`src/rtl/ddm_pkg.sv`:
```
// Shared constants, tables and types for the differential drive mixer.
// Used by every module in rtl/; depends on nothing.
package ddm_pkg;

    localparam int SQRT_STEPS   = 14;
    localparam int SERIES_TERMS = 12;
    localparam int CORDIC_STEPS = 16;

    localparam int LAT_SQRT     = SQRT_STEPS + 1;
    localparam int LAT_EXP      = 3 * (SERIES_TERMS - 1) + 2;
    localparam int LAT_CORDIC   = CORDIC_STEPS + 2;
    localparam int LAT_MIX      = 2;
    localparam int HEAD_DLY     = LAT_SQRT + LAT_EXP - LAT_CORDIC;
    localparam int LAT_TOTAL    = LAT_SQRT + LAT_EXP + LAT_MIX;

    localparam logic [14:0] ONE_Q14  = 15'd16384;
    localparam logic [31:0] MAG_SAT  = 32'd4194304;
    localparam logic [29:0] LN2_Q30  = 30'd744261118;

    localparam logic [15:0] ATAN_TAB [CORDIC_STEPS] = '{
        16'd32768, 16'd19344, 16'd10221, 16'd5188, 16'd2604, 16'd1303, 16'd652, 16'd326,
        16'd163,   16'd81,    16'd41,    16'd20,   16'd10,   16'd5,    16'd3,   16'd1
    };

    typedef struct packed {
        logic signed [15:0] heading;
        logic               pos;
    } ddm_heading_t;

endpackage

```
`src/rtl/ddm_mag_sqrt.sv`:
```
// Command magnitude: sum of squares, saturation at one, one root bit per stage.
// Depends on ddm_pkg.
module ddm_mag_sqrt (
    input  logic               clk,
    input  logic               en,
    input  logic signed [15:0] linear_command,
    input  logic signed [15:0] angular_command,
    output logic        [14:0] mag
);

    logic signed [31:0] lin_sq;
    logic signed [31:0] ang_sq;
    logic        [31:0] sum_sq;
    logic        [27:0] rem_reg  [0:ddm_pkg::SQRT_STEPS];
    logic        [27:0] root_reg [0:ddm_pkg::SQRT_STEPS];
    logic               sat_reg  [0:ddm_pkg::SQRT_STEPS];

    always_comb
    begin
        lin_sq = linear_command * linear_command;
        ang_sq = angular_command * angular_command;
        sum_sq = {1'b0, lin_sq[30:0]} + {1'b0, ang_sq[30:0]};
    end

    always_ff @(posedge clk)
    begin
        if (en)
        begin
            sat_reg[0]  <= (sum_sq >= ddm_pkg::MAG_SAT);
            rem_reg[0]  <= {sum_sq[21:0], 6'b0};
            root_reg[0] <= 28'd0;
        end
    end

    for (genvar i = 0; i < ddm_pkg::SQRT_STEPS; i++)
    begin : g_step
        localparam logic [28:0] BIT = 29'd1 << (2 * (ddm_pkg::SQRT_STEPS - 1 - i));
        logic [28:0] trial;

        assign trial = {1'b0, root_reg[i]} + BIT;

        always_ff @(posedge clk)
        begin
            if (en)
            begin
                sat_reg[i+1] <= sat_reg[i];
                if ({1'b0, rem_reg[i]} >= trial)
                begin
                    rem_reg[i+1]  <= 28'({1'b0, rem_reg[i]} - trial);
                    root_reg[i+1] <= 28'({2'b0, root_reg[i][27:1]} + BIT);
                end
                else
                begin
                    rem_reg[i+1]  <= rem_reg[i];
                    root_reg[i+1] <= {1'b0, root_reg[i][27:1]};
                end
            end
        end
    end

    assign mag = sat_reg[ddm_pkg::SQRT_STEPS] ? ddm_pkg::ONE_Q14
                                              : root_reg[ddm_pkg::SQRT_STEPS][14:0];

endmodule

```
`config.mk`:
```
export PLATFORM = sky130hd
export DESIGN_NAME = ddm_mag_sqrt
export DESIGN_NICKNAME = d
export VERILOG_FILES = /design/src/rtl/ddm_pkg.sv /design/src/rtl/ddm_mag_sqrt.sv
export SDC_FILE = /design/constraint.sdc
export NUM_CORES = 2
export LEC_CHECK = 0
export BUFFER_PORTS_ARGS = -buffer_cell sky130_fd_sc_hd__buf_2
export CAP_MARGIN = 20
export CORE_MARGIN = 4
export CORE_UTILIZATION = 50
export DETAILED_ROUTE_END_ITERATION = 10
export HOLD_SLACK_MARGIN = 0.05
export PLACE_DENSITY = 0.63
export SLEW_MARGIN = 10
export SYNTH_ARGS = -nofsm -noshare
export SYNTH_HDL_FRONTEND = slang
export SYNTH_SLANG_ARGS = --single-unit
```
`constraint.sdc`:
```
create_clock -name clk -period 11.62 [get_ports clk]
set_input_delay 1.162 -clock clk [delete_from_list [all_inputs] [get_ports clk]]
set_output_delay 1.162 -clock clk [all_outputs]
set_load 0.02 [all_outputs]
```
==> qor.txt <==
CTS clk-pin slew, worst paths: 0.06 ns
Share of layout cells above drive strength 1: 0.0437
N_diodes: 0
Crit-path max cell delay: 0.54 ns
Yosys cell types: 78
Hold EP: rem_reg[0][43]$_DFFE_PP_
Max-cap viol count: 0
DRT iter0 DRCs: 1182
CTS tree: built
Post-DP HPWL: 61100 µm
CTS root buffer: clkbuf_16
Cts bufs inserted: 47
Critical Path Start Type: input port
# IOs: 49
Hold Path Class: flip-flop to flip-flop
Wire length per cell: 16.0 µm
First-pass GRT wire length: 129000 µm
Worst endpoint required time: 11.93 ns
Initial core utilization: 0.505
Post-Synth Adder-Cell Area: 0.336
Ys flop type: edfxtp_1
CORE AREA: 0.0775 mm²
Routability congestion estimate: 0.861
Final worst path period need: 9.17 ns
Worst r2r dst: rem_reg[1][146]$_DFFE_PP_
Largest family of logic cells by synthesized area: adder cells
Antenna violations before repair: 1
First drt pass iteration count: 5
IO buf count: 48
Tcrit/Tclk final: 0.789
DR vias: 24700
Gr ovfl total: 0
CP Capture Type: flip-flop
Synthesized area: 0.0391 mm²
Syn_area_per_cell: 10.6 µm²
Maximum clock path buffer count: 3
Arrival time worst endpoint: 9.47 ns
Die W: 288 µm
Synth warn: 0
Die ar.: 0.0828 mm²
Seq/Total Area, Yosys: 0.332
Xor/xnor share of the synthesized area: 0.0497
CTS resizes: 0
Crit-path slowest cell: fa_1
Simple-gate portion of the synthesized area: 0.114
Tot GR Track Use: 0.193
Hold_buf cts: 0
Largest net degree at the start of global routing: 166
Syn nets: 4507
Post-synthesis cell count: 3701
Die H: 288 µm
Post-synthesis compound-gate area fraction: 0.0744
Endpoints failing hold: 0
Largest fanout on the critical path: 18
EDFF count, synth: 432
Max reg flops: 312
RSZ-0062 raised after global routing: no
Number of global-route vias before repair: 25800
Mux contribution to synthesized area: 0.00829
Worst Hold Depth: 0
Hold path start: rem_reg[0][15]$_DFFE_PP_
Via density: 5.15
DRC viols: 0
Final setup fails: 0
Skew-Pair Late Insertion Delay: 0.58 ns
FF-to-FF setup slack: 8.06 ns
Synthesized flop and latch total: 432
Antenna viol nets, final: 0
Worst Tran Pin Value: 0.995 ns
Total wire length: 76900 µm
Setup Skew: 0.0260 ns
CTS H-tree depth: 2
Setup TNS: 0 ns
Synth async-reset ratio: 0
Reg-to-Reg Start: rem_reg[1][116]$_SDFFCE_PP0P_
Setup Buffers After CTS: 0
Status: finished clean
Std-Cell Rows: 102
Synth-to-layout area growth: 6.81%
Slew Limit Headroom: 0.337
CTS Sinks: 432
Fin. max-slew vios: 0
# nets final: 4529
Crit Path Category: input port to flip-flop
Max Freq: 109 MHz
R2R cell count: 9
-- worst max-delay path, delay by kind of cell --
| kind | cells | cell delay [ns] |
|---|---|---|
| buffers and inverters | 6 | 0.78 |
| AND/OR/NAND/NOR | 8 | 1.97 |
| AO/OA/AOI/OAI | 7 | 1.83 |
| adder cells (fa/ha/maj) | 8 | 3.48 |
| XOR/XNOR | 2 | 0.22 |
-- layout make-up --
type / count / area [µm²]
Tap cell: 1040 / 1300
Sequential cell: 432 / 13000
Clock buffer: 63 / 1240
Clock inverter: 19 / 113
Fill cell: 6907 / 35700
Multi-Input combinational cell: 2377 / 22800
Timing Repair Buffer: 56 / 323
Inverter: 809 / 3040
-- synthesized netlist by cell type, drive strengths merged, types with 13 or more instances --
library cell / instances / area [µm²]
nand2b: 48 / 300
inv: 807 / 3030
and2: 84 / 526
edfxtp: 432 / 13000
a211oi: 14 / 105
or2: 13 / 81.3
xnor2: 138 / 1210
nand3: 32 / 160
a21boi: 15 / 113
fa: 466 / 9330
or4: 14 / 109
nor4: 44 / 282
and3: 16 / 100
o31ai: 14 / 110
nor2b: 46 / 288
o21bai: 14 / 105
ha: 306 / 3830
nor3: 61 / 305
a21oi: 122 / 614
or3: 27 / 169
xor2: 84 / 736
nand2: 285 / 1070
clkbuf: 76 / 285
nand4: 18 / 113
nor2: 169 / 634
a21o: 37 / 278
mux2: 19 / 214
o21ai: 141 / 717
o21a: 37 / 278
-- layer usage --
layer / global-route usage / share of wire / up-vias
met1: 0.237 / 0.41 / 12200
met2: 0.360 / 0.53 / 319
met4: 0.0589 / 0.032 / 0
met5: 0 / 0 / -
li1: - / - / 12100
met3: 0.0174 / 0.025 / 131
-- worst max-delay path by stage --
stage	startpoint	end	slack, ns	depth (start not counted)
finish	linear_command[15]	sat_reg[0][0]$_DFFE_PP_	2.45	31
global route	linear_command[15]	sat_reg[0][0]$_DFFE_PP_	1.70	31
CTS	linear_command[15]	sat_reg[0][0]$_DFFE_PP_	2.49	31
detailed placement	linear_command[15]	sat_reg[0][0]$_DFFE_PP_	1.88	31
global placement	linear_command[15]	sat_reg[0][0]$_DFFE_PP_	2.00	31
floorplan	angular_command[1]	sat_reg[0][0]$_DFFE_PP_	2.68	29
-- cell usage in the layout, fill, tap and decap left out, drive strengths merged, types with 32 or more instances in the layout --
| cell type | count |
|---|---|
| a21o | 37 |
| edfxtp | 432 |
| fa | 466 |
| nand3 | 32 |
| nor4 | 44 |
| nand2b | 48 |
| buf | 56 |
| nor2 | 169 |
| o21a | 37 |
| a21oi | 122 |
| and2 | 84 |
| xnor2 | 138 |
| nor2b | 46 |
| clkbuf | 63 |
| nor3 | 61 |
| ha | 306 |
| nand2 | 285 |
| xor2 | 84 |
| o21ai | 141 |
| inv | 807 |
-- cells by family after synthesis --
group / after synthesis
simple gates: 892
compound gates: 461
mux: 30
fa+ha+maj: 772
buf+inv: 892
xor+xnor: 222
flops: 432
-- per-stage QoR --
step | std cells | setup WS [ns] | area [µm²] | hold slack [ns] | util
after global placement | 4714 | 2.00 | 40400 | 0.403 | 0.522
after floorplan | 3701 | 2.68 | 39100 | 0.400 | -
after CTS | 4796 | 2.49 | 41800 | 0.415 | 0.539
after detailed placement | 4714 | 1.88 | 40400 | 0.405 | 0.522
after global routing | 4796 | 1.70 | 41800 | 0.422 | 0.539
final | 4796 | 2.45 | 41800 | 0.414 | 0.539
Power is left out: the tool's default activity adds up to more than one toggle a clock period on the data nets, which glitch-free logic cannot reach.
