### src/rtl/ddm_pkg.sv
// Shared constants, tables and types for the differential drive mixer.
// Used by every module in rtl/; depends on nothing.
package ddm_pkg;

    localparam int SQRT_STEPS   = 14;
    localparam int SERIES_TERMS = 12;
    localparam int CORDIC_STEPS = 16;

    localparam int LAT_SQRT     = SQRT_STEPS + 1;
    localparam int LAT_EXP      = 3 * (SERIES_TERMS - 1) + 2;
    localparam int LAT_CORDIC   = CORDIC_STEPS + 2;
    localparam int LAT_MIX      = 2;
    localparam int HEAD_DLY     = LAT_SQRT + LAT_EXP - LAT_CORDIC;
    localparam int LAT_TOTAL    = LAT_SQRT + LAT_EXP + LAT_MIX;

    localparam logic [14:0] ONE_Q14  = 15'd16384;
    localparam logic [31:0] MAG_SAT  = 32'd4194304;
    localparam logic [29:0] LN2_Q30  = 30'd744261118;

    localparam logic [15:0] ATAN_TAB [CORDIC_STEPS] = '{
        16'd32768, 16'd19344, 16'd10221, 16'd5188, 16'd2604, 16'd1303, 16'd652, 16'd326,
        16'd163,   16'd81,    16'd41,    16'd20,   16'd10,   16'd5,    16'd3,   16'd1
    };

    typedef struct packed {
        logic signed [15:0] heading;
        logic               pos;
    } ddm_heading_t;

endpackage

### src/rtl/ddm_heading_cordic.sv
// Heading (2/pi)*atan2(angular, |linear|) by a vectoring CORDIC, one rotation per stage.
// Depends on ddm_pkg.
module ddm_heading_cordic (
    input  logic                  clk,
    input  logic                  en,
    input  logic signed [15:0]    linear_command,
    input  logic signed [15:0]    angular_command,
    output ddm_pkg::ddm_heading_t head
);

    localparam int N = ddm_pkg::CORDIC_STEPS;

    logic        [16:0] ax;
    logic        [16:0] ay;
    logic signed [33:0] x_reg     [0:N];
    logic signed [33:0] y_reg     [0:N];
    logic signed [18:0] z_reg     [0:N];
    logic               azero_reg [0:N];
    logic               lzero_reg [0:N];
    logic               aneg_reg  [0:N];
    logic               pos_reg   [0:N];
    logic        [18:0] zc;
    logic        [18:0] hz;
    logic        [15:0] hmag;
    ddm_pkg::ddm_heading_t head_reg;

    always_comb
    begin
        ax = linear_command[15] ? 17'(-{linear_command[15], linear_command})
                                : {1'b0, linear_command};
        ay = angular_command[15] ? 17'(-{angular_command[15], angular_command})
                                 : {1'b0, angular_command};
    end

    always_ff @(posedge clk)
    begin
        if (en)
        begin
            x_reg[0]     <= {3'b0, ax, 14'b0};
            y_reg[0]     <= {3'b0, ay, 14'b0};
            z_reg[0]     <= 19'sd0;
            azero_reg[0] <= (angular_command == 16'sd0);
            lzero_reg[0] <= (linear_command == 16'sd0);
            aneg_reg[0]  <= angular_command[15];
            pos_reg[0]   <= (linear_command > 16'sd0);
        end
    end

    for (genvar i = 0; i < N; i++)
    begin : g_rot
        logic signed [33:0] xs;
        logic signed [33:0] ys;
        logic signed [33:0] yneg;
        logic signed [18:0] ang;

        always_comb
        begin
            xs   = x_reg[i] >>> i;
            yneg = -y_reg[i];
            ys   = y_reg[i][33] ? -(yneg >>> i) : (y_reg[i] >>> i);
            ang  = signed'({3'b0, ddm_pkg::ATAN_TAB[i]});
        end

        always_ff @(posedge clk)
        begin
            if (en)
            begin
                azero_reg[i+1] <= azero_reg[i];
                lzero_reg[i+1] <= lzero_reg[i];
                aneg_reg[i+1]  <= aneg_reg[i];
                pos_reg[i+1]   <= pos_reg[i];
                if (y_reg[i] > 34'sd0)
                begin
                    x_reg[i+1] <= x_reg[i] + ys;
                    y_reg[i+1] <= y_reg[i] - xs;
                    z_reg[i+1] <= z_reg[i] + ang;
                end
                else
                begin
                    x_reg[i+1] <= x_reg[i] - ys;
                    y_reg[i+1] <= y_reg[i] + xs;
                    z_reg[i+1] <= z_reg[i] - ang;
                end
            end
        end
    end

    always_comb
    begin
        zc   = z_reg[N][18] ? 19'd0 : z_reg[N];
        hz   = (zc + 19'd2) >> 2;
        hmag = (hz > 19'(ddm_pkg::ONE_Q14)) ? {1'b0, ddm_pkg::ONE_Q14} : hz[15:0];
    end

    always_ff @(posedge clk)
    begin
        if (en)
        begin
            head_reg.pos <= pos_reg[N];
            if (azero_reg[N])
                head_reg.heading <= 16'sd0;
            else if (lzero_reg[N])
                head_reg.heading <= aneg_reg[N] ? -16'sd16384 : 16'sd16384;
            else
                head_reg.heading <= aneg_reg[N] ? -signed'(hmag) : signed'(hmag);
        end
    end

    assign head = head_reg;

endmodule

### config.mk
export PLATFORM = sky130hd
export DESIGN_NAME = ddm_heading_cordic
export DESIGN_NICKNAME = d
export VERILOG_FILES = /design/src/rtl/ddm_pkg.sv /design/src/rtl/ddm_heading_cordic.sv
export SDC_FILE = /design/constraint.sdc
export NUM_CORES = 2
export LEC_CHECK = 0
export BUFFER_PORTS_ARGS = -buffer_cell sky130_fd_sc_hd__buf_2
export CORE_UTILIZATION = 40
export CTS_CLUSTER_DIAMETER = 40
export DETAILED_ROUTE_END_ITERATION = 8
export PLACE_DENSITY = 0.57
export SYNTH_ARGS = -nofsm -noshare
export SYNTH_HDL_FRONTEND = slang
export SYNTH_SLANG_ARGS = --single-unit
### constraint.sdc
create_clock -name clk -period 12.4 [get_ports clk]
set_input_delay 0 -clock clk [delete_from_list [all_inputs] [get_ports clk]]
set_output_delay 0 -clock clk [all_outputs]
set_load 0.02 [all_outputs]
==> results.md <==
Status:
- The flow ran to the end, and the final reports show no timing, DRC or antenna violations.

GRT:
- The overall track demand over capacity in global routing is 21.8%.
- Entering global routing, the biggest net connects 155 pins.
- The aggregate global routing overflow is 0.
- The global-route wire length before repair is 504000 um.
- The number of global-route vias before repair is 89600.
- The initial antenna violation count was 3.

Timing:
- The fmax is 113 MHz.
- The max-slew headroom at the worst pin is 6.19%.
- In the final timing run, aggregate negative setup slack is 0 ns.
- The max-slew violation total from the final report is 0.
- The actual transition at the worst max-transition pin is 1.40 ns.
- The number of setup violations in the final report is 0.
- Setup repair after global routing left no endpoint under its margin.
- After layout, the minimum clock period comes to 8.82 ns.
- The count of final hold-check violations is 0.
- For the final database, setup skew stands at 0.0814 ns.
- The share of the clock period used by the worst path is 71.1%.

Placed design:
- The estimated wirelength of the detail-placed design is 256000 um.
- The routability congestion estimate is 0.927.
- The quantity of I/O buffers inserted on ports is 50.

Clock network:
- TritonCTS built the clock tree.
- Counting along the longest clock path gives a buffer depth of 4.
- The clock reaches the later pin of the worst-skew pair after 0.90 ns.
- The total setup buffers inserted after CTS is 0.
- The deepest level of the CTS H-tree is 4.
- The sink count of the clock tree is 1240.
- The CTS buffer count is 227.
- The clock slew seen by the registers of the worst setup and hold paths is 0.05 ns.
- Clock tree synthesis selected as its root buffer the cell clkbuf_16.

Worst setup path:
- The critical path start-end classification is flop to flop.
- STA classifies the critical path endpoint as a flop.
- The largest fanout of any net on the critical path is 55.
- The endpoint arrival time on the critical path is 9.41 ns.
- At the worst endpoint, the required time is 12.99 ns.
- The start point of the critical path is y_reg[6][3]$_DFFE_PP_.
- The worst reg2reg path startpoint is y_reg[6][3]$_DFFE_PP_.
- STA classifies the critical path startpoint as a flop.

Logic synthesis:
- The cell type contributing the most total cell area after synthesis is edfxtp_1.
- The share of synthesized flip-flops with an asynchronous set or reset is 0%.
- The mean instance size in the synthesized netlist is 9.09 sq um.
- The number of different library cells used by synthesis comes to 117.
- The total of flip-flops plus latches after synthesis is 1240.
- The synthesized instance count is 12500.
- The most used flip-flop cell after synthesis is edfxtp_1.
- Sequential elements use 32.7% of the synthesized area.
- The top-area cell type share of the netlist area is 32.7%.
- Sorting the synthesized cells by area gives the leading types as edfxtp_1 (33%), ha_1 (12%), xnor2_1 (9.6%), xor2_1 (5.3%), a21oi_1 (4.0%).
- During synthesis, Yosys emitted a total of 0 warnings.
- The cell area that synthesis handed to floorplanning was 114000 sq um.
- The number of flops mapped to enable cells by yosys is 1240.
- Synthesis produced a netlist with a net count of 13700.

Hold path:
- In this run the most critical hold path is launched from en.
- The tightest min-delay check is of the input port to flop type.

Drt:
- In the routed design, unresolved DRC markers number 0.
- The final wirelength is 323000 um.
- In the routed layout, each cell is associated on average with a via count of 5.69.
- In this run the remaining antenna-violating nets after routing total 0.
- Dividing the detail-routed wire length by the instance count gives 19.5 um.
- The first TritonRoute pass finished after 5 iterations.
- The total vias in the final route is 94500.
- The DRC violation total after the first TritonRoute iteration is 7532.

Cells and area:
- The register with the most flip-flops in the layout has 473 of them.
- Relative to the synthesized area, the layout overhead comes to 11.4%.
- The net count of the finished layout is 13800.
- Fill cells in the final layout number 27100.
- In the final layout, the share of cells above drive strength 1 is 5.74%.

Floorplan:
- The effective utilization at floorplan is 40.3%.
- The die is 535 um wide.
- The total I/O pin count is 51.
- In this run the vertical extent of the chip is 535 um.
- The die covers 287000 sq um.
- The placeable core area is 283000 sq um.
- The row count is 195.

Job:
- The max capacitance violation total is 0.
## worst max-delay path: stages (launching register included)
cell       delay [ns]
edfxtp_1         0.41
nor4_2           0.57
and4b_1          0.42
nand4_2          0.26
or3_1            0.50
or2_2            0.35
or4_1            0.46
nor2_1           0.30
o21ai_2          0.09
buf_4            0.27
inv_2            0.09
buf_4            0.51
nor2_1           0.11
xor2_1           0.17
ha_1             0.35
o21ai_0          0.11
a21boi_0         0.35
o2111ai_1        0.19
a21oi_1          0.20
a41oi_1          0.18
o21ai_0          0.43
a211oi_1         0.16
o41ai_1          0.69
a221oi_1         0.32
o21ai_0          0.50
a31o_2           0.25
a31o_2           0.16
xnor2_1          0.07
## synthesized netlist by cell type, drive strengths merged (179+ instances only)
cell and n:
xnor2 1250, edfxtp 1240, ha 1101, nor2 1064
a21oi 901, nand2 888, o21ai 762, xor2 687
inv 549, nor3 377, nand3 352, a21o 279
clkbuf 232, o21a 179
## layout make-up
class | instances | area [sq um] | share of cell area, %
Antenna cell | 2 | 5.00 | 0.00395
Clock buffer | 243 | 5740 | 4.53
Clock inverter | 169 | 1890 | 1.49
Inverter | 551 | 2070 | 1.63
Multi-Input combinational cell | 10400 | 73400 | 57.9
Sequential cell | 1240 | 37200 | 29.4
Tap cell | 3743 | 4680 | 3.70
Timing Repair Buffer | 215 | 1740 | 1.37
## through the flow
step	cells	util, %	setup slack (ns)	hold WS, ns	cell area (sq um)
floorplan	12500	-	5.06	0.0989	114000
global placement	16100	41.8	3.67	0.229	118000
detailed placement	16100	41.8	3.79	0.232	118000
CTS	16600	44.8	3.69	0.0108	127000
global route	16600	44.8	2.97	0.0513	127000
finish	16600	44.9	3.58	0.0720	127000
## layout by cell type (no fill, tap or decap), drive strengths merged, types with 243 or more instances in the layout
cell       n
xnor2   1250
clkbuf   243
a21o     279
xor2     687
nand3    352
o21ai    762
edfxtp  1240
nor3     377
nand2    888
ha      1101
a21oi    901
nor2    1064
inv      602
## routing by layer
layer	vias to the layer above	global-route usage (%)	wire, um
li1	46500	-	-
met1	44900	30.6	152000
met2	2615	34.7	142000
met3	494	2.67	17600
met4	0	7.22	10900
met5	-	0	0
## timing repair
| item | CTS | global route |
|---|---|---|
| hold endpoints to repair | 173 | 0 |
| hold buffers | 90 | 0 |
| resized for setup | 0 | 0 |
## cells by family (layout without fill, tap and decap cells)
group,after synthesis,in the layout,share of synthesized area [%]
other cells,1,3,0.00330
simple gates,4012,4012,17.6
xor+xnor,1937,1937,14.9
fa+ha+maj,1135,1135,12.7
buf+inv,832,1178,2.82
flops,1240,1240,32.7
compound gates,3262,3262,18.4
mux,89,89,0.817
## final timing paths
check                              endpoint  slack (ns)  cells after the start
setup / recovery     x_reg[7][33]$_DFFE_PP_        3.58                     27
hold / removal       y_reg[14][7]$_DFFE_PP_        0.07                      2
setup reg to reg     x_reg[7][33]$_DFFE_PP_        3.58                     27
hold reg to reg   lzero_reg[0][6]$_DFFE_PP_        0.34                      0
Power is left out: the tool's default activity adds up to more than one toggle a clock period on the data nets, which glitch-free logic cannot reach.
