==> src/rtl/ddm_pkg.sv <==
// Shared constants, tables and types for the differential drive mixer.
// Used by every module in rtl/; depends on nothing.
package ddm_pkg;

    localparam int SQRT_STEPS   = 14;
    localparam int SERIES_TERMS = 12;
    localparam int CORDIC_STEPS = 16;

    localparam int LAT_SQRT     = SQRT_STEPS + 1;
    localparam int LAT_EXP      = 3 * (SERIES_TERMS - 1) + 2;
    localparam int LAT_CORDIC   = CORDIC_STEPS + 2;
    localparam int LAT_MIX      = 2;
    localparam int HEAD_DLY     = LAT_SQRT + LAT_EXP - LAT_CORDIC;
    localparam int LAT_TOTAL    = LAT_SQRT + LAT_EXP + LAT_MIX;

    localparam logic [14:0] ONE_Q14  = 15'd16384;
    localparam logic [31:0] MAG_SAT  = 32'd4194304;
    localparam logic [29:0] LN2_Q30  = 30'd744261118;

    localparam logic [15:0] ATAN_TAB [CORDIC_STEPS] = '{
        16'd32768, 16'd19344, 16'd10221, 16'd5188, 16'd2604, 16'd1303, 16'd652, 16'd326,
        16'd163,   16'd81,    16'd41,    16'd20,   16'd10,   16'd5,    16'd3,   16'd1
    };

    typedef struct packed {
        logic signed [15:0] heading;
        logic               pos;
    } ddm_heading_t;

endpackage

==> src/rtl/ddm_wheel_mix.sv <==
// Quadrant mixing rules: scale one wheel by 1 +- 2*heading, round and saturate.
// Depends on ddm_pkg.
module ddm_wheel_mix (
    input  logic                  clk,
    input  logic                  en,
    input  logic [14:0]           speed,
    input  ddm_pkg::ddm_heading_t head,
    output logic signed [15:0]    left_speed,
    output logic signed [15:0]    right_speed
);

    logic signed [16:0] s;
    logic signed [17:0] h2;
    logic signed [17:0] f;
    logic signed [34:0] prod;
    logic signed [15:0] other;
    logic               on_left;
    logic signed [34:0] prod_reg;
    logic signed [15:0] other_reg;
    logic               on_left_reg;
    logic signed [34:0] rsum;
    logic signed [20:0] r;
    logic signed [15:0] scaled;
    logic signed [15:0] left_reg;
    logic signed [15:0] right_reg;

    always_comb
    begin
        s  = signed'({2'b0, speed});
        h2 = 18'(head.heading) <<< 1;
        if (head.heading > 16'sd0 && head.pos)
        begin
            f = 18'sd16384 - h2;  on_left = 1'b1; other = s[15:0];
        end
        else if (head.heading > 16'sd0)
        begin
            f = h2 - 18'sd16384;  on_left = 1'b0; other = -s[15:0];
        end
        else if (head.pos)
        begin
            f = 18'sd16384 + h2;  on_left = 1'b0; other = s[15:0];
        end
        else
        begin
            f = -18'sd16384 - h2; on_left = 1'b1; other = -s[15:0];
        end
        prod = f * s;
    end

    always_ff @(posedge clk)
    begin
        if (en)
        begin
            prod_reg    <= prod;
            other_reg   <= other;
            on_left_reg <= on_left;
        end
    end

    always_comb
    begin
        rsum = prod_reg + 35'sd8192;
        r    = 21'(rsum >>> 14);
        if (r > 21'sd16384)
            scaled = 16'sd16384;
        else if (r < -21'sd16384)
            scaled = -16'sd16384;
        else
            scaled = r[15:0];
    end

    always_ff @(posedge clk)
    begin
        if (en)
        begin
            left_reg  <= on_left_reg ? scaled : other_reg;
            right_reg <= on_left_reg ? other_reg : scaled;
        end
    end

    assign left_speed  = left_reg;
    assign right_speed = right_reg;

endmodule
==> config.mk <==
export PLATFORM = sky130hd
export DESIGN_NAME = ddm_wheel_mix
export DESIGN_NICKNAME = d
export VERILOG_FILES = /design/src/rtl/ddm_pkg.sv /design/src/rtl/ddm_wheel_mix.sv
export SDC_FILE = /design/constraint.sdc
export NUM_CORES = 1
export LEC_CHECK = 0
export ABC_AREA = 1
export BUFFER_PORTS_ARGS = -buffer_cell sky130_fd_sc_hd__clkbuf_2
export CORE_UTILIZATION = 59
export DETAILED_ROUTE_END_ITERATION = 12
export PLACE_DENSITY = 0.89
export RECOVER_POWER = 50
export SYNTH_ARGS = -nofsm -noshare
export SYNTH_HDL_FRONTEND = slang
export SYNTH_SLANG_ARGS = --single-unit
export TNS_END_PERCENT = 20
==> constraint.sdc <==
create_clock -name clk -period 6.9 [get_ports clk]
set_input_delay 0.69 -clock clk [delete_from_list [all_inputs] [get_ports clk]]
set_output_delay 0.69 -clock clk [all_outputs]
set_load 0.01 [all_outputs]
==> flow_summary_export.csv, run 1 <==
group,metric,value,unit
synthesis,post-synth-top-count-cell,"inv_1",
die,die_h,157,um
clocking,cts_buffer_depth,2,
timing,worst_pin_slew,3620,ps
worst_hold_path,hold_path_class,"flop to flop",
detailed_routing,wl_per_cell,21.8,um
synthesis,syn_avg_cell_area,8.21,um^2
place,place_area,0.0163,mm^2
clocking,cts.sinks,70,
clocking,cts_tree,"done",
synthesis,yosysTopAreaCellShare,0.356,
synthesis,yosysTopAreaCell,"fa_1",
setup_path,cp-end-kind,"flop",
die,start_util,0.602,
grt,antenna_found_initial,5,
die,io_pins,66,
die,dieArea,0.0247,mm^2
timing,grt_setup_unrepaired,"yes",
synthesis,synthFlopType,"edfxtp_1",
setup_path,cp.arrival,7570,ps
cells_and_area,layout-drive-gt1-share,0.300,
timing,finalHoldViolCount,0,
setup_path,cp_slowest_cell,"fa_1",
detailed_routing,routed_wl,51.0,mm
detailed_routing,dr.pass1.iters,10,
setup_path,path_class,"primary input to flop",
setup_path,cp_top_family,"adder cells",
die,die_w,157,um
setup_path,start_kind,"primary input",
cells_and_area,fin_util,0.776,
synthesis,synth_seq_area_share,0.148,
timing,fin_crit,7490,ps
detailed_routing,antenna_left,0,
grt,grt.overflow.total,0,
cells_and_area,instances_no_fill,2337,
setup_path,path_buf_inv,11,
die,core-area,0.0235,mm^2
clocking,path_clk_slew,60,ps
cells_and_area,syn_to_final_growth,28.9,%
job,maxCapViolations,1,
cells_and_area,layout.nets,2389,
grt,grt.total_usage,0.364,
synthesis,netlist_area,0.0142,mm^2
cells_and_area,largest_reg_flops,21,
place,placedCellCount,2270,
place,port_buffers,65,
detailed_routing,routed_via_density,6.11,
setup_path,cpMostUsedCell,"fa_1",
timing,max_freq,134,MHz
cells_and_area,antennaDiodeCount,0,
detailed_routing,vias,14300,
synthesis,synth_area_leaders,"fa_1 36%, edfxtp_1 15%, inv_1 11%, nand2_1 9.4%, ha_1 7.9%",
setup_path,critical_path.max_fanout,8,
timing,drv_slew,71,
timing,relSlewSlack,-1.41,
synthesis,synth_edf_count,70,
synthesis,yosys_register_bits,70,
detailed_routing,drc,0,
place,dp_hpwl,33.8,mm
die,row_count,56,
setup_path,slowest_delay,740,ps
timing,whs,555,ps
setup_path,required,6980,ps
timing,fin_worst_skew,3.19,ps
timing,min_period_over_period,1.09,
grt,grt_pass1_wl,68.0,mm
synthesis,ys_warn_count,0,
synthesis,syn_nets,2103,
cells_and_area,final_area,0.0183,mm^2
timing,setup_viol,19,
run_status,violations,"capacitance limit, slew limit, setup timing",
run_status,outcome,"finished, violations left",
grt,grt_max_degree,71,
synthesis,ys_types,47,
timing,setup_ws,-591,ps
synthesis,async_flop_share,0,
clocking,root_buffer,"clkbuf_16",
clocking,cts_made_buffers,9,
clocking,clock_latency,340,ps
place,place_congestion,0.990,
detailed_routing,drt_iter0_drc,1458,
grt,grt_pass1_vias,13900,
clocking,ctsHtreeMaxLevel,3,
synthesis,synthCells,1728,
synthesis,netlist_top_cells_count,"399 x inv_1, 355 x nand2_1, 252 x fa_1, 179 x nor2_1, 89 x ha_1",
metrics by stage:
step,worst slack [ps],TNS (ps)
finish,-591,-7960
detailed placement,-782,-9360
floorplan,-27.2,-27.2
CTS,-2.65,-2.65
global route,-658,-9890
global placement,-588,-5390
routing by layer:
layer | GRT usage | vias to the layer above | share of wire
li1 | - | 5788 | -
met1 | 0.411 | 6727 | 0.30
met2 | 0.626 | 1235 | 0.47
met3 | 0.0807 | 522 | 0.13
met4 | 0.227 | 2 | 0.10
met5 | 0 | - | 0.00025
repair_timing:
item,4_1_cts,5_1_grt
pin swaps,51,169
resized for setup,69,278
setup buffers,16,35
endpoints found under the setup margin,13,21
hold buffers,0,0
cloned,1,0
cell families after synthesis:
kind of cell	share of synthesized area
AND/OR/NAND/NOR	0.198
flip-flops	0.148
AO/OA/AOI/OAI	0.0529
buffers and inverters	0.123
XOR/XNOR	0.0434
adder cells (fa/ha/maj)	0.434
final timing paths:
kind / end / depth (start not counted) / slack (ps) / from
setup / recovery: prod_reg[27]$_DFFE_PP_ / 33 / -590 / head[9]
hold / removal: right_speed[8]$_DFFE_PP_ / 2 / 550 / other_reg[8]$_DFFE_PP_
setup reg to reg: left_speed[9]$_DFFE_PP_ / 11 / 3870 / prod_reg[24]$_DFFE_PP_
hold reg to reg: right_speed[8]$_DFFE_PP_ / 2 / 550 / other_reg[8]$_DFFE_PP_
placed cells by master, fill, tap and decap left out, types with 9 or more instances in the layout:
master / synthesis / routed
xor2_1: 47 / 44
edfxtp_1: 70 / 70
fa_1: 252 / 236
nand4_1: 9 / 9
nand3_2: 10 / 14
buf_6: 2 / 20
nor3_1: 20 / 13
o21ai_1: 6 / 17
nand2_1: 355 / 316
a21oi_4: 0 / 11
nand2_4: 1 / 9
inv_2: 7 / 50
nand3_1: 61 / 55
a21oi_2: 4 / 24
fa_2: 0 / 16
buf_4: 0 / 223
o21ai_2: 0 / 12
clkbuf_2: 0 / 47
a21oi_1: 62 / 31
ha_4: 0 / 25
nand2_2: 7 / 38
clkbuf_16: 0 / 9
o21ai_0: 40 / 16
nor2_2: 1 / 23
inv_4: 0 / 10
nor2_4: 2 / 13
inv_1: 399 / 345
clkbuf_1: 29 / 16
nor2_1: 179 / 146
ha_1: 89 / 64
cell type report:
class	count	area [um^2]
multi-input combinational	1207	11600
timing repair buffer	314	2330
fill	1345	5260
clock inverter	6	87.6
tap	319	399
sequential	70	2100
inverter	412	1580
clock buffer	9	225
worst register-to-register path, cell delays in order, from the launching register on:
cell and delay (ps):
edfxtp_1 460, nand2_1 140, inv_1 80, nand3_1 120, nor2_4 70, nand2_2 90, nor2_4 50, and3_2 170
nor2_1 910, a21oi_1 410, nand3_1 230, nand2_1 70
Power of run 1 is not shown: default switching activity piles up to over one toggle a cycle in this logic, so the estimate is an artifact.
==> run 2: changes to the inputs <==
--- a/config.mk
+++ b/config.mk
@@ -9,5 +9,6 @@
 export BUFFER_PORTS_ARGS = -buffer_cell sky130_fd_sc_hd__clkbuf_2
-export CORE_UTILIZATION = 59
+export CAP_MARGIN = 20
+export CORE_UTILIZATION = 37
 export DETAILED_ROUTE_END_ITERATION = 12
-export PLACE_DENSITY = 0.89
+export PLACE_DENSITY = 0.63
 export RECOVER_POWER = 50
--- a/constraint.sdc
+++ b/constraint.sdc
@@ -3,2 +3,2 @@
 set_output_delay 0.69 -clock clk [all_outputs]
-set_load 0.01 [all_outputs]
+set_load 0.02 [all_outputs]
==> run 2 against run 1 <==
Compared with the run above:
- the run still ends with capacitance limit, slew limit, setup timing left
- global-route usage decreased by 14 points
- routed wire length decreased by 18%
- worst hold slack got worse by 7.5 ps
- clock skew increased by 3.3 ps
- die area increased by 59%
- cell count increased by 8.9%
- critical path depth increased by 1
- largest cell class unchanged
==> flow_summary_export.csv, run 2 (synthesis gave the netlist of run 1 again) <==
group,metric,value,unit
cells_and_area,regArea,0.00210,mm^2
die,die_w,198,um
detailed_routing,dr.pass1.iters,5,
detailed_routing,antenna_left,0,
cells_and_area,most-common-layout-cells,"370 x inv_1, 332 x nand2_1, 239 x fa_1, 239 x buf_4, 157 x nor2_1",
run_status,outcome,"finished, violations left",
run_status,violations,"capacitance limit, slew limit, setup timing",
setup_path,required,6980,ps
cells_and_area,fill_cells,3558,
detailed_routing,routed_via_density,4.90,
die,start_util,0.376,
grt,grt_pass1_wl,66.9,mm
setup_path,cpMostUsedCell,"fa_1",
detailed_routing,drt_iter0_drc,727,
timing,max_freq,145,MHz
setup_path,slowest_delay,550,ps
clocking,cts.sinks,70,
place,port_buffers,65,
die,row_count,71,
worst_hold_path,hold_path_class,"flop to flop",
setup_path,r2r-end,"right_speed[11]$_DFFE_PP_",
clocking,root_buffer,"clkbuf_16",
cells_and_area,layout-drive-gt1-share,0.271,
clocking,cts_made_buffers,9,
grt,grt.overflow.total,0,
place,dp_slack,-883,ps
setup_path,cp-end-kind,"flop",
timing,fin_worst_skew,6.46,ps
die,die_h,198,um
timing,finalHoldViolCount,0,
timing,relSlewSlack,-1.37,
timing,setup_viol,1,
place,dp_hpwl,34.7,mm
timing,final.setup.tns,-4.39,ps
cells_and_area,layout_commonest_cell,"inv_1",
detailed_routing,wl_per_cell,16.4,um
detailed_routing,vias,12500,
timing,fin_crit,6900,ps
clocking,ctsHtreeMaxLevel,3,
clocking,clock_latency,340,ps
grt,grt_max_degree,71,
die,dieArea,0.0391,mm^2
setup_path,startpoint,"head[1]",
timing,setup_ws,-4.39,ps
cells_and_area,syn_to_final_growth,28.8,%
setup_path,start_kind,"primary input",
setup_path,ff2ff_setup_slack,4180,ps
clocking,cts_tree,"done",
setup_path,path_buf_inv,14,
clocking,postCtsHoldBufs,0,
setup_path,cp.arrival,6990,ps
setup_path,worstSetupPathDepth,34,
die,io_pins,66,
cells_and_area,layout.nets,2404,
place,place_congestion,0.973,
setup_path,critical_path.max_fanout,4,
setup_path,r2r-start,"prod_reg[13]$_DFFE_PP_",
setup_path,cp_slowest_cell,"fa_1",
cells_and_area,multi_input_area,0.0112,mm^2
setup_path,critPathCapture,"prod_reg[26]$_DFFE_PP_",
clocking,cts_buffer_depth,2,
clocking,path_clk_slew,60,ps
grt,grt_pass1_vias,13100,
cells_and_area,antennaDiodeCount,0,
grt,antenna_found_initial,1,
setup_path,path_class,"primary input to flop",
cells_and_area,largest_reg_flops,21,
timing,worst_pin_slew,3560,ps
setup_path,cp_top_family,"adder cells",
detailed_routing,routed_wl,41.7,mm
timing,drv_slew,71,
detailed_routing,drc,0,
timing,whs,547,ps
job,maxCapViolations,1,
timing,min_period_over_period,1.00,
grt,grt.total_usage,0.223,
timing,grt_setup_unrepaired,"yes",
setup_path,r2r.worst_path.cells,13,
die,core-area,0.0377,mm^2
run 2: cell types whose count changed in the layout (fill, tap and decap cells not counted), moves of 7 or more:
| cell | change |
|---|---|
| a21oi_1 | +9 |
| buf_4 | +16 |
| clkbuf_1 | -9 |
| clkbuf_2 | +8 |
| inv_1 | +25 |
| inv_2 | -21 |
| nand2_1 | +16 |
| nand2_2 | -14 |
| nor2_1 | +11 |
| nor2_4 | -8 |
| o21ai_0 | +7 |
| o21ai_2 | -8 |
run 2: timing repair:
action	4_1_cts	5_1_grt
cloned	0	1
resized for setup	141	104
endpoints found under the setup margin	18	21
pin swaps	77	95
setup buffers	28	13
run 2: layer usage:
layer  part of all wire  track usage
met5            0.00036            0
met2               0.48        0.387
met3              0.071       0.0342
met4              0.039       0.0790
met1               0.41        0.281
run 2: area by class of cell:
type | count | share of cell area
timing repair buffer | 329 | 0.134
tap | 511 | 0.0350
multi-input combinational | 1207 | 0.614
sequential | 70 | 0.115
clock buffer | 9 | 0.0123
clock inverter | 7 | 0.00404
inverter | 412 | 0.0860
run 2: worst register-to-register path: cells and delay by family (launching register included):
family / cells / cell delay (ps)
and+or+nand+nor: 11 / 1600
AOI/OAI and AO/OA: 1 / 390
DFF: 1 / 370
adders and majority gates: 1 / 230
run 2: through the flow:
stage / cells / utilization / area, um^2
global route: 2545 / 0.485 / 18300
CTS: 2531 / 0.472 / 17800
detailed placement: 2487 / 0.443 / 16700
global placement: 2487 / 0.443 / 16700
floorplan: 1728 / - / 14200
finish: 2545 / 0.485 / 18300
run 2: worst min-delay path by stage:
stage / from / end / slack, ps / cells past startpoint
2_1_floorplan: other_reg[0]$_DFFE_PP_ / right_speed[0]$_DFFE_PP_ / 520 / 2
3_3_place_gp: other_reg[0]$_DFFE_PP_ / right_speed[0]$_DFFE_PP_ / 530 / 2
3_5_place_dp: other_reg[13]$_DFFE_PP_ / right_speed[13]$_DFFE_PP_ / 530 / 2
4_1_cts: other_reg[13]$_DFFE_PP_ / right_speed[13]$_DFFE_PP_ / 550 / 2
5_1_grt: other_reg[10]$_DFFE_PP_ / left_speed[10]$_DFFE_PP_ / 570 / 2
6_report: other_reg[13]$_DFFE_PP_ / right_speed[13]$_DFFE_PP_ / 550 / 2
Power of run 2 is left out for the same reason.
==> run 3: changes to the inputs <==
--- a/config.mk
+++ b/config.mk
@@ -14,2 +14,3 @@
 export RECOVER_POWER = 50
+export SETUP_SLACK_MARGIN = 0.2
 export SYNTH_ARGS = -nofsm -noshare
==> constraint.sdc (replaced) <==
create_clock -name clk -period 6.9 [get_ports clk]
set_input_delay 0.345 -clock clk [delete_from_list [all_inputs] [get_ports clk]]
set_output_delay 0.345 -clock clk [all_outputs]
set_load 0.02 [all_outputs]
==> run 3 against run 2 <==
Compared with the run above:
- the flow finishes with violations (capacitance limit, slew limit)
- die area unchanged
- first-iteration DRC count fell by 0.83%
- core utilization shrank 0.84 points
- cell count is 0.98% lower
- critical endpoint is now prod_reg[23]$_DFFE_PP_
- global-route usage shrank 0.50 points
==> flow_summary_export.csv, run 3 (synthesis gave the netlist of run 1 again) <==
group,metric,value,unit
run_status,outcome,"finished, violations left",
run_status,violations,"capacitance limit, slew limit",
setup_path,cp.arrival,6760,ps
die,core-area,0.0377,mm^2
cells_and_area,antennaDiodeCount,0,
clocking,root_buffer,"clkbuf_16",
setup_path,path_class,"primary input to flop",
clocking,cts_tree,"done",
grt,grt_pass1_vias,12800,
cells_and_area,most-common-layout-cells,"369 x inv_1, 330 x nand2_1, 244 x fa_1",
clocking,path_clk_slew,50,ps
clocking,cts.sinks,70,
setup_path,required,7040,ps
grt,grt_max_degree,71,
detailed_routing,antenna_left,0,
die,die_h,198,um
timing,fin_worst_skew,10.7,ps
setup_path,critical_path.max_fanout,6,
die,row_count,71,
setup_path,start_kind,"primary input",
cells_and_area,final_area,0.0180,mm^2
grt,grt.overflow.total,0,
timing,worst_pin_slew,3540,ps
clocking,cts_buffer_depth,2,
detailed_routing,drt_iter0_drc,721,
cells_and_area,largest_reg_flops,21,
setup_path,slowest_delay,560,ps
timing,setup_viol,0,
timing,finalHoldViolCount,0,
job,maxCapViolations,1,
detailed_routing,drc,0,
die,die_w,198,um
detailed_routing,routed_via_density,4.90,
clocking,clock_latency,340,ps
timing,final.setup.tns,0,ps
cells_and_area,layout.nets,2379,
grt,antenna_found_initial,0,
clocking,cts_made_buffers,9,
die,start_util,0.376,
worst_hold_path,hold_path_class,"primary input to flop",
timing,grt_setup_unrepaired,"yes",
die,dieArea,0.0391,mm^2
setup_path,cpMostUsedCell,"nand2_1",
place,dp_hpwl,34.5,mm
clocking,ctsHtreeMaxLevel,3,
detailed_routing,wl_per_cell,16.5,um
grt,grt.total_usage,0.218,
detailed_routing,dr.pass1.iters,6,
die,io_pins,66,
cells_and_area,layout-drive-gt1-share,0.259,
clocking,postCtsHoldBufs,0,
place,port_buffers,65,
timing,whs,533,ps
timing,max_freq,151,MHz
grt,grt_pass1_wl,65.7,mm
place,place_congestion,0.928,
detailed_routing,routed_wl,41.7,mm
cells_and_area,layout_commonest_cell,"inv_1",
timing,fin_crit,6620,ps
cells_and_area,syn_to_final_growth,26.6,%
setup_path,cp_slowest_cell,"fa_1",
setup_path,cp-end-kind,"flop",
place,place_area,0.0165,mm^2
timing,min_period_over_period,0.960,
timing,relSlewSlack,-1.36,
timing,drv_slew,71,
detailed_routing,vias,12300,
[run 3: path summary, 6_finish.rpt]
check,slack (ps),to,startpoint,cells after the start
min,530,other_reg[13]$_DFFE_PP_,speed[13],3
max,280,prod_reg[23]$_DFFE_PP_,head[2],36
min reg2reg,560,right_speed[13]$_DFFE_PP_,other_reg[13]$_DFFE_PP_,2
max reg2reg,4250,right_speed[9]$_DFFE_PP_,prod_reg[18]$_DFFE_PP_,8
[run 3: what timing repair did]
action | CTS | global route
pin swaps | 20 | 113
setup endpoints to repair | 14 | 20
setup buffers | 9 | 30
endpoints found under the hold margin | 0 | 0
cloned | 1 | 1
gates resized for setup | 46 | 189
[run 3: final cells by class]
type                            instances  area, um^2
Clock inverter                          6        62.6
Sequential cell                        70        2100
Clock buffer                           10         229
Timing Repair Buffer                  303        2170
Multi-Input combinational cell       1208       11200
Tap cell                              511         639
Inverter                              412        1560
Fill cell                            3675       19700
[run 3: critical path, delay by kind of cell]
| family | cells | cell delay (ps) |
|---|---|---|
| adder cells (fa/ha/maj) | 8 | 3370 |
| buffers and inverters | 11 | 1230 |
| AND/OR/NAND/NOR | 15 | 1390 |
| XOR/XNOR | 2 | 400 |
[run 3: routing by layer]
| layer | up-vias | GRT usage | part of all wire |
|---|---|---|---|
| met1 | 6053 | 0.275 | 0.41 |
| li1 | 5755 | - | - |
| met3 | 106 | 0.0400 | 0.072 |
| met5 | - | 0 | 0 |
| met4 | 0 | 0.0746 | 0.039 |
| met2 | 435 | 0.374 | 0.48 |
[run 3: metrics by stage]
stage,std cells,setup WS [ps],utilization
floorplan,1728,272,-
global placement,2462,-305,0.438
detailed placement,2462,-456,0.438
CTS,2488,196,0.452
global route,2520,39.8,0.477
finish,2520,276,0.477
Power of run 3 is left out for the same reason.
